[src/hdl/tsopm_pkg.sv]
// Shared types, constants and codes for the timestamp-ordered pair matcher.
package tsopm_pkg;

    localparam int MAX_ENTRIES = 16;
    localparam int IDX_W       = $clog2(MAX_ENTRIES);
    localparam int CNT_W       = $clog2(MAX_ENTRIES + 1);
    localparam int ID_W        = 4;
    localparam int TIME_W      = 31;

    typedef enum logic [1:0] {
        M_ADD     = 2'd0,
        M_CONFIRM = 2'd1,
        M_TRY     = 2'd2,
        M_CLEAR   = 2'd3
    } t_mode;

    typedef enum logic [3:0] {
        S_IDLE,
        S_INS_RD,
        S_INS_CMP,
        S_PC_INIT,
        S_PC_RD,
        S_PC_CMP,
        S_DR_RD,
        S_DR_CMP,
        S_FIN
    } t_state;

    // One input request
    typedef struct packed {
        t_mode             mode;
        logic [ID_W-1:0]   entry_id;
        logic [TIME_W-1:0] entry_time;
        logic [ID_W-1:0]   second_id;
        logic              waiting;
    } t_in_req;

    // One result
    typedef struct packed {
        logic              paired_now;
        logic [ID_W-1:0]   partner;
        logic              send_confirm;
        logic              is_paired;
        logic [CNT_W-1:0]  list_count;
        logic              overflow;
    } t_out_res;

    // One ready list entry
    typedef struct packed {
        logic [TIME_W-1:0] t;
        logic [ID_W-1:0]   id;
    } t_entry;

    typedef struct packed {
        logic              we;
        logic [IDX_W-1:0]  waddr;
        t_entry            wdata;
        logic [IDX_W-1:0]  raddr;
    } t_mem_req;

    typedef struct packed {
        t_entry            key;
        logic [ID_W-1:0]   id_a;
        logic [ID_W-1:0]   id_b;
    } t_cmp_req;

    typedef struct packed {
        logic lt;
        logic hit_a;
        logic hit_b;
    } t_cmp_res;

endpackage

[src/hdl/tsopm_mem.sv]
// Ready list storage: one write port, one registered read port.
module tsopm_mem (
    input  logic                i_clk,
    input  tsopm_pkg::t_mem_req i_req,
    output tsopm_pkg::t_entry   o_rdata
);
    import tsopm_pkg::*;

    t_entry r_mem [MAX_ENTRIES];
    t_entry r_rdata;

    // Write port
    always_ff @(posedge i_clk) begin
        if (i_req.we) begin
            r_mem[i_req.waddr] <= i_req.wdata;
        end
    end

    // Registered read port
    always_ff @(posedge i_clk) begin
        r_rdata <= r_mem[i_req.raddr];
    end

    assign o_rdata = r_rdata;

endmodule

[src/hdl/tsopm_cmp.sv]
// Shared compare unit: key ordering and id matches against one list entry.
module tsopm_cmp (
    input  tsopm_pkg::t_cmp_req i_req,
    input  tsopm_pkg::t_entry   i_entry,
    output tsopm_pkg::t_cmp_res o_res
);
    import tsopm_pkg::*;

    // (time, id) ordering, ties go to the smaller id
    assign o_res.lt    = (i_req.key.t < i_entry.t) ||
                         ((i_req.key.t == i_entry.t) && (i_req.key.id < i_entry.id));
    assign o_res.hit_a = (i_entry.id == i_req.id_a);
    assign o_res.hit_b = (i_entry.id == i_req.id_b);

endmodule

[src/hdl/tsopm_ctrl.sv]
// Sequencer: insert, pairing scan and compaction over the ready list.
module tsopm_ctrl (
    input  logic                          i_clk,
    input  logic                          i_rst_n,
    input  logic                          i_in_valid,
    output logic                          o_in_stall,
    input  tsopm_pkg::t_in_req            i_in_data,
    input  logic [tsopm_pkg::ID_W-1:0]    i_own_id,
    input  logic                          i_out_free,
    output logic                          o_done,
    output tsopm_pkg::t_out_res           o_res,
    output tsopm_pkg::t_mem_req           o_mem_req,
    input  tsopm_pkg::t_entry             i_rdata,
    output tsopm_pkg::t_cmp_req           o_cmp_req,
    input  tsopm_pkg::t_cmp_res           i_cmp_res
);
    import tsopm_pkg::*;

    t_state            r_state,  n_state;
    logic [CNT_W-1:0]  r_count,  n_count;
    logic              r_paired, n_paired;
    logic [ID_W-1:0]   r_partner, n_partner;
    logic [CNT_W-1:0]  r_idx,    n_idx;
    logic [CNT_W-1:0]  r_dst,    n_dst;
    t_entry            r_key,    n_key;
    logic              r_was_paired, n_was_paired;
    logic              r_sent,   n_sent;
    logic              r_ovf,    n_ovf;
    logic              r_pc_after, n_pc_after;
    logic [ID_W-1:0]   r_drop_a, n_drop_a;
    logic [ID_W-1:0]   r_drop_b, n_drop_b;
    logic [ID_W-1:0]   r_prev_id, n_prev_id;

    logic [CNT_W-1:0]  idx_dec;
    logic [CNT_W-1:0]  idx_inc;
    logic [CNT_W-1:0]  cnt_inc;
    logic [CNT_W-1:0]  dst_inc;

    assign idx_dec = r_idx - 1'b1;
    assign idx_inc = r_idx + 1'b1;
    assign cnt_inc = r_count + 1'b1;
    assign dst_inc = r_dst + 1'b1;

    // Control state
    always_ff @(posedge i_clk) begin
        if (!i_rst_n) begin
            r_state   <= S_IDLE;
            r_count   <= '0;
            r_paired  <= 1'b0;
            r_partner <= '0;
        end else begin
            r_state   <= n_state;
            r_count   <= n_count;
            r_paired  <= n_paired;
            r_partner <= n_partner;
        end
    end

    // Working registers
    always_ff @(posedge i_clk) begin
        r_idx        <= n_idx;
        r_dst        <= n_dst;
        r_key        <= n_key;
        r_was_paired <= n_was_paired;
        r_sent       <= n_sent;
        r_ovf        <= n_ovf;
        r_pc_after   <= n_pc_after;
        r_drop_a     <= n_drop_a;
        r_drop_b     <= n_drop_b;
        r_prev_id    <= n_prev_id;
    end

    // Next state and datapath control
    always_comb begin
        n_state      = r_state;
        n_count      = r_count;
        n_paired     = r_paired;
        n_partner    = r_partner;
        n_idx        = r_idx;
        n_dst        = r_dst;
        n_key        = r_key;
        n_was_paired = r_was_paired;
        n_sent       = r_sent;
        n_ovf        = r_ovf;
        n_pc_after   = r_pc_after;
        n_drop_a     = r_drop_a;
        n_drop_b     = r_drop_b;
        n_prev_id    = r_prev_id;
        o_mem_req.we    = 1'b0;
        o_mem_req.waddr = r_idx[IDX_W-1:0];
        o_mem_req.wdata = r_key;
        o_mem_req.raddr = r_idx[IDX_W-1:0];
        o_done       = 1'b0;

        case (r_state)
            S_IDLE: begin
                if (i_in_valid) begin
                    n_key.t      = i_in_data.entry_time;
                    n_key.id     = i_in_data.entry_id;
                    n_was_paired = r_paired;
                    n_sent       = 1'b0;
                    n_ovf        = 1'b0;
                    n_pc_after   = 1'b0;
                    case (i_in_data.mode)
                        M_ADD: begin
                            n_pc_after = i_in_data.waiting;
                            if (r_count >= CNT_W'(MAX_ENTRIES)) begin
                                n_ovf   = 1'b1;
                                n_state = i_in_data.waiting ? S_PC_INIT : S_FIN;
                            end else begin
                                n_idx   = r_count;
                                n_state = S_INS_RD;
                            end
                        end
                        M_CONFIRM: begin
                            n_drop_a = i_in_data.entry_id;
                            n_drop_b = i_in_data.second_id;
                            if (i_own_id == i_in_data.entry_id ||
                                i_own_id == i_in_data.second_id) begin
                                n_partner = (i_own_id == i_in_data.entry_id) ?
                                            i_in_data.second_id : i_in_data.entry_id;
                                n_paired  = 1'b1;
                            end else begin
                                n_pc_after = i_in_data.waiting;
                            end
                            n_idx   = '0;
                            n_dst   = '0;
                            n_state = S_DR_RD;
                        end
                        M_TRY: begin
                            n_state = S_PC_INIT;
                        end
                        M_CLEAR: begin
                            n_paired = 1'b0;
                            n_state  = S_FIN;
                        end
                        default: begin
                            n_state = S_FIN;
                        end
                    endcase
                end
            end

            // Insert: walk back from the tail, shifting larger entries up
            S_INS_RD: begin
                if (r_idx == '0) begin
                    o_mem_req.we    = 1'b1;
                    o_mem_req.waddr = '0;
                    n_count         = cnt_inc;
                    n_state         = r_pc_after ? S_PC_INIT : S_FIN;
                end else begin
                    o_mem_req.raddr = idx_dec[IDX_W-1:0];
                    n_state         = S_INS_CMP;
                end
            end
            S_INS_CMP: begin
                o_mem_req.we = 1'b1;
                if (i_cmp_res.lt) begin
                    o_mem_req.wdata = i_rdata;
                    n_idx           = idx_dec;
                    n_state         = S_INS_RD;
                end else begin
                    n_count = cnt_inc;
                    n_state = r_pc_after ? S_PC_INIT : S_FIN;
                end
            end

            // Pairing scan: find own id, pair with predecessor at even position
            S_PC_INIT: begin
                n_pc_after = 1'b0;
                n_drop_a   = i_own_id;
                n_drop_b   = i_own_id;
                n_idx      = '0;
                n_state    = r_paired ? S_FIN : S_PC_RD;
            end
            S_PC_RD: begin
                if (r_idx == r_count) begin
                    n_state = S_FIN;
                end else begin
                    n_state = S_PC_CMP;
                end
            end
            S_PC_CMP: begin
                if (i_cmp_res.hit_a) begin
                    if (r_idx[0]) begin
                        n_partner = r_prev_id;
                        n_paired  = 1'b1;
                        n_sent    = 1'b1;
                        n_drop_b  = r_prev_id;
                        n_idx     = '0;
                        n_dst     = '0;
                        n_state   = S_DR_RD;
                    end else begin
                        n_state = S_FIN;
                    end
                end else begin
                    n_prev_id = i_rdata.id;
                    n_idx     = idx_inc;
                    n_state   = S_PC_RD;
                end
            end

            // Compaction: keep entries matching neither id
            S_DR_RD: begin
                if (r_idx == r_count) begin
                    n_count    = r_dst;
                    n_pc_after = 1'b0;
                    n_state    = r_pc_after ? S_PC_INIT : S_FIN;
                end else begin
                    n_state = S_DR_CMP;
                end
            end
            S_DR_CMP: begin
                if (!i_cmp_res.hit_a && !i_cmp_res.hit_b) begin
                    o_mem_req.we    = 1'b1;
                    o_mem_req.waddr = r_dst[IDX_W-1:0];
                    o_mem_req.wdata = i_rdata;
                    n_dst           = dst_inc;
                end
                n_idx   = idx_inc;
                n_state = S_DR_RD;
            end

            // Hand the result to the output register
            S_FIN: begin
                if (i_out_free) begin
                    o_done  = 1'b1;
                    n_state = S_IDLE;
                end
            end

            default: begin
                n_state = S_IDLE;
            end
        endcase
    end

    assign o_in_stall = (r_state != S_IDLE);

    assign o_cmp_req.key  = r_key;
    assign o_cmp_req.id_a = r_drop_a;
    assign o_cmp_req.id_b = r_drop_b;

    assign o_res.paired_now   = !r_was_paired && r_paired;
    assign o_res.partner      = r_paired ? r_partner : '0;
    assign o_res.send_confirm = r_sent;
    assign o_res.is_paired    = r_paired;
    assign o_res.list_count   = r_count;
    assign o_res.overflow     = r_ovf;

    a_count_bound: assert property (@(posedge i_clk) disable iff (!i_rst_n)
        r_count <= CNT_W'(MAX_ENTRIES))
        else $error("ready list count beyond capacity");

    a_dst_behind: assert property (@(posedge i_clk) disable iff (!i_rst_n)
        (r_state == S_DR_RD || r_state == S_DR_CMP) |-> (r_dst <= r_idx))
        else $error("compaction write pointer ahead of read pointer");

    a_accept_leaves_idle: assert property (@(posedge i_clk) disable iff (!i_rst_n)
        (r_state == S_IDLE && i_in_valid) |=> (r_state != S_IDLE))
        else $error("accepted request did not start the sequencer");

    a_write_states: assert property (@(posedge i_clk) disable iff (!i_rst_n)
        o_mem_req.we |-> (r_state == S_INS_RD || r_state == S_INS_CMP ||
                          r_state == S_DR_CMP))
        else $error("list write outside insert or compaction");

endmodule

[src/hdl/timestamp_ordered_pair_matcher_top.sv]
// Top level of the timestamp-ordered pair matcher.
//
//  channel | direction | handshake                | payload
//  --------+-----------+--------------------------+--------------------------
//  in      | into      | i_in_valid / o_in_stall  | i_in_data  (t_in_req)
//  out     | out of    | o_out_valid / i_out_stall| o_out_data (t_out_res)
//  cfg     | into      | i_cfg_we                 | i_cfg_wdata (own id)
//
// One request at a time; o_in_stall is high while the sequencer works.
// An add inserts into the list unless it is full, a confirm compacts it and a try
// runs a pairing scan; a pairing hit adds a compaction pass, and an add or foreign
// confirm with waiting set adds a pairing scan. Each list element is read through
// the single registered read port of the list memory. A clear keeps the list.
// Synchronous active-low reset empties the list and drops the paired mark.
// A finished result sits in the output register while the next request is
// taken; the sequencer holds its result only if that register is still full.
module timestamp_ordered_pair_matcher_top (
    input  logic                          i_clk,
    input  logic                          i_rst_n,
    input  logic                          i_cfg_we,
    input  logic [tsopm_pkg::ID_W-1:0]    i_cfg_wdata,
    input  logic                          i_in_valid,
    output logic                          o_in_stall,
    input  tsopm_pkg::t_in_req            i_in_data,
    output logic                          o_out_valid,
    input  logic                          i_out_stall,
    output tsopm_pkg::t_out_res           o_out_data
);
    import tsopm_pkg::*;

    logic [ID_W-1:0] r_own_id;
    logic            r_out_valid;
    t_out_res        r_out_data;

    logic            out_free;
    logic            done;
    t_out_res        res;
    t_mem_req        mem_req;
    t_entry          rdata;
    t_cmp_req        cmp_req;
    t_cmp_res        cmp_res;

    // Own id register
    always_ff @(posedge i_clk) begin
        if (!i_rst_n) begin
            r_own_id <= '0;
        end else if (i_cfg_we) begin
            r_own_id <= i_cfg_wdata;
        end
    end

    // Output register
    assign out_free = !r_out_valid || !i_out_stall;

    always_ff @(posedge i_clk) begin
        if (!i_rst_n) begin
            r_out_valid <= 1'b0;
        end else if (done) begin
            r_out_valid <= 1'b1;
        end else if (!i_out_stall) begin
            r_out_valid <= 1'b0;
        end
    end

    always_ff @(posedge i_clk) begin
        if (done) begin
            r_out_data <= res;
        end
    end

    assign o_out_valid = r_out_valid;
    assign o_out_data  = r_out_data;

    tsopm_mem u_mem (
        .i_clk   (i_clk),
        .i_req   (mem_req),
        .o_rdata (rdata)
    );

    tsopm_cmp u_cmp (
        .i_req   (cmp_req),
        .i_entry (rdata),
        .o_res   (cmp_res)
    );

    tsopm_ctrl u_ctrl (
        .i_clk      (i_clk),
        .i_rst_n    (i_rst_n),
        .i_in_valid (i_in_valid),
        .o_in_stall (o_in_stall),
        .i_in_data  (i_in_data),
        .i_own_id   (r_own_id),
        .i_out_free (out_free),
        .o_done     (done),
        .o_res      (res),
        .o_mem_req  (mem_req),
        .i_rdata    (rdata),
        .o_cmp_req  (cmp_req),
        .i_cmp_res  (cmp_res)
    );

    a_paired_now_marked: assert property (@(posedge i_clk) disable iff (!i_rst_n)
        (o_out_valid && o_out_data.paired_now) |-> o_out_data.is_paired)
        else $error("paired_now without paired mark");

    a_send_is_new_pair: assert property (@(posedge i_clk) disable iff (!i_rst_n)
        (o_out_valid && o_out_data.send_confirm) |-> o_out_data.paired_now)
        else $error("send_confirm without a new pair");

    a_no_overrun: assert property (@(posedge i_clk) disable iff (!i_rst_n)
        done |-> out_free)
        else $error("result finished while output register full");

endmodule

[config.mk]
export PLATFORM = sky130hd
export DESIGN_NAME = timestamp_ordered_pair_matcher_top
export DESIGN_NICKNAME = d
export VERILOG_FILES = /design/src/hdl/tsopm_pkg.sv /design/src/hdl/tsopm_mem.sv /design/src/hdl/tsopm_cmp.sv /design/src/hdl/tsopm_ctrl.sv /design/src/hdl/timestamp_ordered_pair_matcher_top.sv
export SDC_FILE = /design/constraint.sdc
export NUM_CORES = 1
export LEC_CHECK = 0
export ABC_AREA = 1
export ABC_CLOCK_PERIOD_IN_PS = 7190
export BUFFER_PORTS_ARGS = -buffer_cell sky130_fd_sc_hd__buf_2
export CELL_PAD_IN_SITES_DETAIL_PLACEMENT = 0
export CELL_PAD_IN_SITES_GLOBAL_PLACEMENT = 1
export CORE_MARGIN = 5
export CORE_UTILIZATION = 50
export DETAILED_ROUTE_END_ITERATION = 10
export PLACE_DENSITY = 0.81
export RECOVER_POWER = 25
export SLEW_MARGIN = 30
export SYNTH_ARGS = -nofsm -noshare
export SYNTH_HDL_FRONTEND = slang
export SYNTH_SLANG_ARGS = --single-unit
[constraint.sdc]
create_clock -name i_clk -period 7.19 [get_ports i_clk]
set_input_delay 0 -clock i_clk [delete_from_list [all_inputs] [get_ports i_clk]]
set_output_delay 0 -clock i_clk [all_outputs]
set_load 0.02 [all_outputs]
After elaboration in Yosys (flattened, before gate mapping)
Memory sizes are Yosys's and may differ from the RTL's. A register that Yosys moved wholly into a read port is not among the register bits. Index checks and enable logic that the tools add are counted.

Equal/unequal tests: 34. Reductions and logical operators: 35. Add/subtract/negate cells: 4. Multiplexer cells: 72. Bitwise gates (word level): 1. Order comparisons: 3.

Operators by type and width (number): 4-bit 2-to-1 mux (24); 5-bit 2-to-1 mux (14); 35-bit case mux with 2 select lines (1); 40-bit 2-to-1 mux (1); 4-bit case mux with 9 select lines (1); 35-bit 2-to-1 mux (1); 31-bit equality test (1); 31-bit < comparator (1); 5-bit case mux with 3 select lines (2); 5-bit case mux with 5 select lines (1); 4-bit case mux with 2 select lines (3); 6-bit AND reduction (4); 4-bit by 3-bit equality test with 1-bit output (second input constant) (4); 4-bit equality test (4); 4-bit case mux with 4 select lines (1); 5-bit by 1-bit adder with 5-bit output (second input constant) (3); 1-bit 2-to-1 mux (15); 2-bit by 1-bit inequality test with 1-bit output (second input constant) (7); 3-bit inequality test (second input constant) (4); 4-bit case mux with 3 select lines (1); 3-bit nonzero test (4); 2-bit inequality test (second input constant) (5); 5-bit case mux with 2 select lines (1); 5-bit AND reduction (2); 25 further kinds (44).

Input bits: 51. Flip-flop bits (word level): 93. Output and inout port bits: 15. Logic and storage cells: 174. Memories: 1. Memory bits (writable): 560.

Memory list: u_mem.r_mem (depth 16, width 35, rd ports 1, clocked after memory_dff 1, write ports 1, RTL line tsopm_mem.sv:9) `t_entry r_mem [MAX_ENTRIES];`.

Longest topological paths before layout
Depth after elaboration: 7. Mapped depth: 17. Gate-level depth less buffers: 17.

By module
From an unflattened synthesis, not the netlist that was laid out.

Cell total of the unflattened synthesis: 3094. Area, all modules: 30815.8 sq um.

Modules (own cells, without submodules): tsopm_mem (sequential area each 17516.8 sq um, area each 24606.1 sq um, instances 1, cells an instance 2315); tsopm_ctrl (sequential area each 2112.0 sq um, area each 4525.6 sq um, instances 1, cells an instance 551); tsopm_cmp (sequential area each 0.0 sq um, area each 1092.3 sq um, instances 1, cells an instance 186); timestamp_ordered_pair_matcher_top (sequential area each 490.5 sq um, area each 591.8 sq um, instances 1, cells an instance 42).

Worst setup path before layout
No wires, ideal clock.

Path kind: flip-flop to flip-flop. Start: register u_ctrl.r_state[1]. End: register u_ctrl.r_idx[1] (enable). Library setup time: 0.347 ns. Stages on the path, launching flop included: 10. Path buffers: 0. Data required time: 6.843 ns. Arrival: 3.187 ns. Period minus slack after synthesis: 3.534 ns. Setup slack: 3.656 ns. Cell sequence: dfxtp_1 nor2_1 inv_2 nor2_2 inv_2 nor2_1 nand2_1 nand3_1 nand2_1 a31oi_1.

Word-level cells in the longest chain between the ends: 3. Elaborated cells between the ends (all ways): 12. Those cells by class: eq/ne: 9; reduce/logical: 3.

Ends and longest elaborated chain: start, declared (RTL line tsopm_ctrl.sv:19) `t_state r_state, n_state;`; start signal, assigned (RTL line tsopm_ctrl.sv:52) `r_state <= n_state;`; 4-bit by 3-bit equality test with 1-bit output (tied with other cells) (RTL line tsopm_ctrl.sv:95) `case (r_state)`; 3-bit inequality test (no source line) (tied with other cells); 6-bit AND reduction (no source line) *; end signal, assigned (RTL line tsopm_ctrl.sv:61) `r_idx <= n_idx;`; end, declared (RTL line tsopm_ctrl.sv:23) `logic [CNT_W-1:0] r_idx, n_idx;`.

Every way passes the cells marked *; elsewhere a longest branch is shown, timed or not. A chain may end at the register's enable or synchronous reset.

Final worst setup path
Start: register, netlist name u_mem.o_rdata[2]. End: memory u_mem.r_mem[0][17] (netlist bit) (enable).

Word-level cells in the longest chain between the ends: 7. Elaborated cells between the ends (all ways): 10. Those cells by class: eq/ne: 2; mux: 5; reduce/logical: 3.

Ends and longest elaborated chain: 4-bit equality test (on tied branches) (RTL line tsopm_cmp.sv:12, tsopm_cmp.sv:13); 1-bit logical NOT (RTL line tsopm_ctrl.sv:214) `if (!i_cmp_res.hit_a && !i_cmp_res.hit_b) begin`; 1-bit logical AND * (RTL line tsopm_ctrl.sv:214); 40-bit 2-to-1 mux * (RTL line tsopm_ctrl.sv:214); 1-bit case mux with 3 select lines (RTL line tsopm_ctrl.sv:95); 1-bit 2-to-1 mux (RTL line tsopm_mem.sv:14) `if (i_req.we) begin`; 1-bit 2-to-1 mux (not written as such) (RTL line tsopm_mem.sv:15) `r_mem[i_req.waddr] <= i_req.wdata;`; end, declared (RTL line tsopm_mem.sv:9).

Marks and branches as above.

==> summary.txt <==
Outcome
  – Failing checks: capacitance limit, slew limit
  – Status: finished, violations left

Final layout
  – Core Util, Final: 56.9%
  – Layout cells sized above 1: 7.77%
  – Multi-input logic area: 8290 µm²
  – Most frequent cells in the layout: 834 x nand3_1, 634 x edfxtp_1, 484 x nand2_1
  – Register area: 20,100 µm²
  – Diode count: 0
  – Fillers: 4,748
  – Fin cells: ~3,500
  – Post-layout nets: 2,782
  – Commonest non-fill, non-tap cell in the layout: nand3_1
  – Area Growth Syn to Fin: 13.2%

CTS
  – Clk_lat worst skew: ~0.6 ns
  – CTS resizes: 0
  – Root buffer cell: clkbuf_16
  – Total CTS buffers: 72
  – CTS H-Tree Depth: 3
  – Clock Sink Count: 688
  – CTS tree: built
  – Clock buffer depth: 3
  – Clock slew at reported path FFs: 0.06 ns

Setup path
  – Crit path launch: u_mem.o_rdata[2]
  – CP Class: reg2reg
  – CP delay by family, top: buffers and inverters
  – Worst setup SP type: register
  – Critical path data arrival time: around 6 ns
  – Maximum fanout along the worst path: 38
  – Buf/Inv on CP: 3
  – Worst EP required: 7.40 ns
  – Setup crit end kind: register
  – CP Cell Sequence: xnor2_1 > nand4_1 > nand3_2 > clkbuf_1 > o21ai_0 > inv_1 > nand2_1 > nor2_1 > buf_4
  – Crit Reg-Reg Startpoint: u_mem.o_rdata[2]
  – Slowest CP cell: clkbuf_1
  – Flop2flop setup slack: 1.44 ns
  – Worst path max stage delay: around 1.8 ns

Pwr
  – Worst vdd ir: around 0.31 mV
  – Power, Total: 16.2 mW
  – Lkg Pwr: 12.4 nW
  – Power Dens Cells: 486 nW/µm²

STA
  – Clock period minus worst slack: 5.75 ns
  – Final Skew: around 0.027 ns
  – Setup_tns: 0 ns
  – Setup violators final: 0
  – Crit share post-route: 80.0%
  – Max-slew violations: approximately 160
  – Worst rel slew slack: -92.3%
  – Endpoints failing hold: 0
  – RSZ-0062 raised after global routing: no
  – Final WS setup: 1.44 ns
  – Worst-margin pin slew: between 2 and 3 ns
  – Fmax: 174 MHz

Synthesis
  – Sequential share of the synthesized area: roughly two thirds
  – Synth Cell Area: 29,500 µm²
  – Ys Warns: 0
  – Synth Flop Type: edfxtp_1
  – Cells after Synth: 2,611
  – Top post-synthesis cells by area: edfxtp_1 65%, nand3_1 14%, nand2_1 6.2%
  – Post-synth EDFFs: 634
  – Flops & latches, synth: 688
  – Post-synth top area cell: edfxtp_1
  – Cell variety after synth: 42
  – Avg Cell Area, Syn: 11.3 µm²
  – Post-synth top area share: 64.6%
  – Async SR Flop Fraction: 0%
  – Post-Syn Nets: 2,709

Route
  – DR vias/cell: 5.86
  – Antenna-violating nets left: 0
  – Vias: between 20,000 and 25,000
  – Starting DRT DRC Count: between 2,000 and 2,500
  – Routed WL: between 70,000 and 80,000 µm
  – First-pass DRT Iterations: 8
  – DRC: 0
  – Routed wire length per instance: 22.2 µm

Run
  – Max-Cap Viols: 4

Floorplan
  – Die area: between 60,000 and 70,000 µm²
  – Site row count: around 90
  – Core ar.: 58,700 µm²
  – Initial Util: between 50 and 60%
  – Die height: 253 µm
  – Ports: 66
  – Die Wd: 253 µm

Min path
  – HP Start: i_in_data[40]
  – HP Class: in2reg

Place
  – Inst Count DP: around 3,300
  – Final HPWL DP: 40,800 µm
  – # port buffers: 65
  – Setup Slack @ Placement: around 2.7 ns
  – Routability Congestion: 0.869

Global routing
  – Largest net degree at the start of global routing: 157
  – Met3 GRT Util: 3.10%
  – Initial antenna violation count: 0
  – Met2 GRT Util: 40.7%
  – Global-route wire length before repair: 118,000 µm
  – Total grt overflow: 0
  – Total GRT Usage: 24.0%
  – M1 GR Usage: between 30% and 40%
  – Grt peak-use layer: met2
  – Vias in the first global route: 20,100
-- state kept, by name, indices dropped and copies added, names as in the netlist, 5 cells and up --
signal	cells
u_ctrl.r_count	5
u_ctrl.r_idx	5
u_ctrl.o_cmp_req	35
u_mem.r_mem	560
u_mem.o_rdata	35
u_ctrl.r_dst	5
o_out_data	13
-- kinds of logic (layout without fill, tap and decap cells) --
logic type	count (synthesis)	count (layout)	synth area share [%]
xor gates and xnor gates	26	26	0.772
and+or+nand+nor	1446	1446	22.4
AOI/OAI and AO/OA	117	117	2.47
muxes	1	1	0.0339
buffers and inverters	286	417	4.14
DFF	688	688	68.2
adders and majority gates	47	47	1.99
-- power breakdown --
part	internal, mW	switching [mW]	leakage (nW)	total, mW
Clock	2.16	1.51	1.15	3.67
Sequential	5.43	0.283	6.20	5.71
Combinational	1.99	4.87	5.04	6.86
-- through the flow --
stage | instance area, µm² | hold slack [ns]
after floorplan | 29500 | 0.0989
after global placement | 30500 | 0.177
after detailed placement | 30500 | 0.179
after CTS | 33500 | 0.0516
after global routing | 33400 | 0.0840
final | 33400 | 0.0827
-- repair_timing --
item / in CTS / in global routing
hold endpoints to repair: 63 / 0
buffers inserted: 0 / 0
hold buffers: 59 / 0
-- worst register-to-register path, delay by kind of cell (launching register included) --
family                 cells  cell delay (ns)
AO/OA/AOI/OAI              1             0.46
XOR/XNOR                   1             0.16
buffers and inverters      3             2.65
flip-flops                 1             0.49
AND/OR/NAND/NOR            4             1.56
-- final timing paths --
check / to / cells past startpoint
worst max-delay path: u_mem.r_mem[0][17] / 9
worst min-delay path: u_ctrl.r_ovf / 5
worst max register to register: u_mem.r_mem[0][17] / 9
worst min register to register: o_out_data[0] / 0
-- layer usage --
layer,share of wire (%),vias to the layer above
met4,2.5,0
met2,50,847
met1,41,10100
met3,6.9,126
li1,-,9496
met5,0,-
-- Yosys cell counts (2+ instances only) --
cell type and number:
xnor2_1 15, nand3_2 2, nand4_1 10, a21o_1 2, nor3_1 4, buf_2 77, edfxtp_1 634, buf_4 3
xor2_1 11, inv_1 112, clkbuf_1 73, and2_1 3, o211ai_1 2, o21a_1 36, nor4_1 2, nor2_1 91
ha_1 47, nand3b_1 2, nand2_4 4, nand3_1 834, buf_6 5, o21ai_0 36, o21ai_1 4, inv_2 10
a21oi_1 23, o22ai_1 3, nand2_2 3, dfxtp_1 54, buf_1 5, nor2_2 5, nand2_1 484, a31oi_1 2
o221ai_1 4
-- final cells by class --
cell class / instances / share of cell area [%]
clock buffers: 102 / 6.20
repair buffers: 162 / 3.56
multi-input cells: 1637 / 24.8
well taps: 773 / 2.90
flip-flops and latches: 688 / 60.3
inverters: 123 / 1.40
clock inverters: 30 / 0.828
No activity file was read; power rests on OpenSTA's default activity.
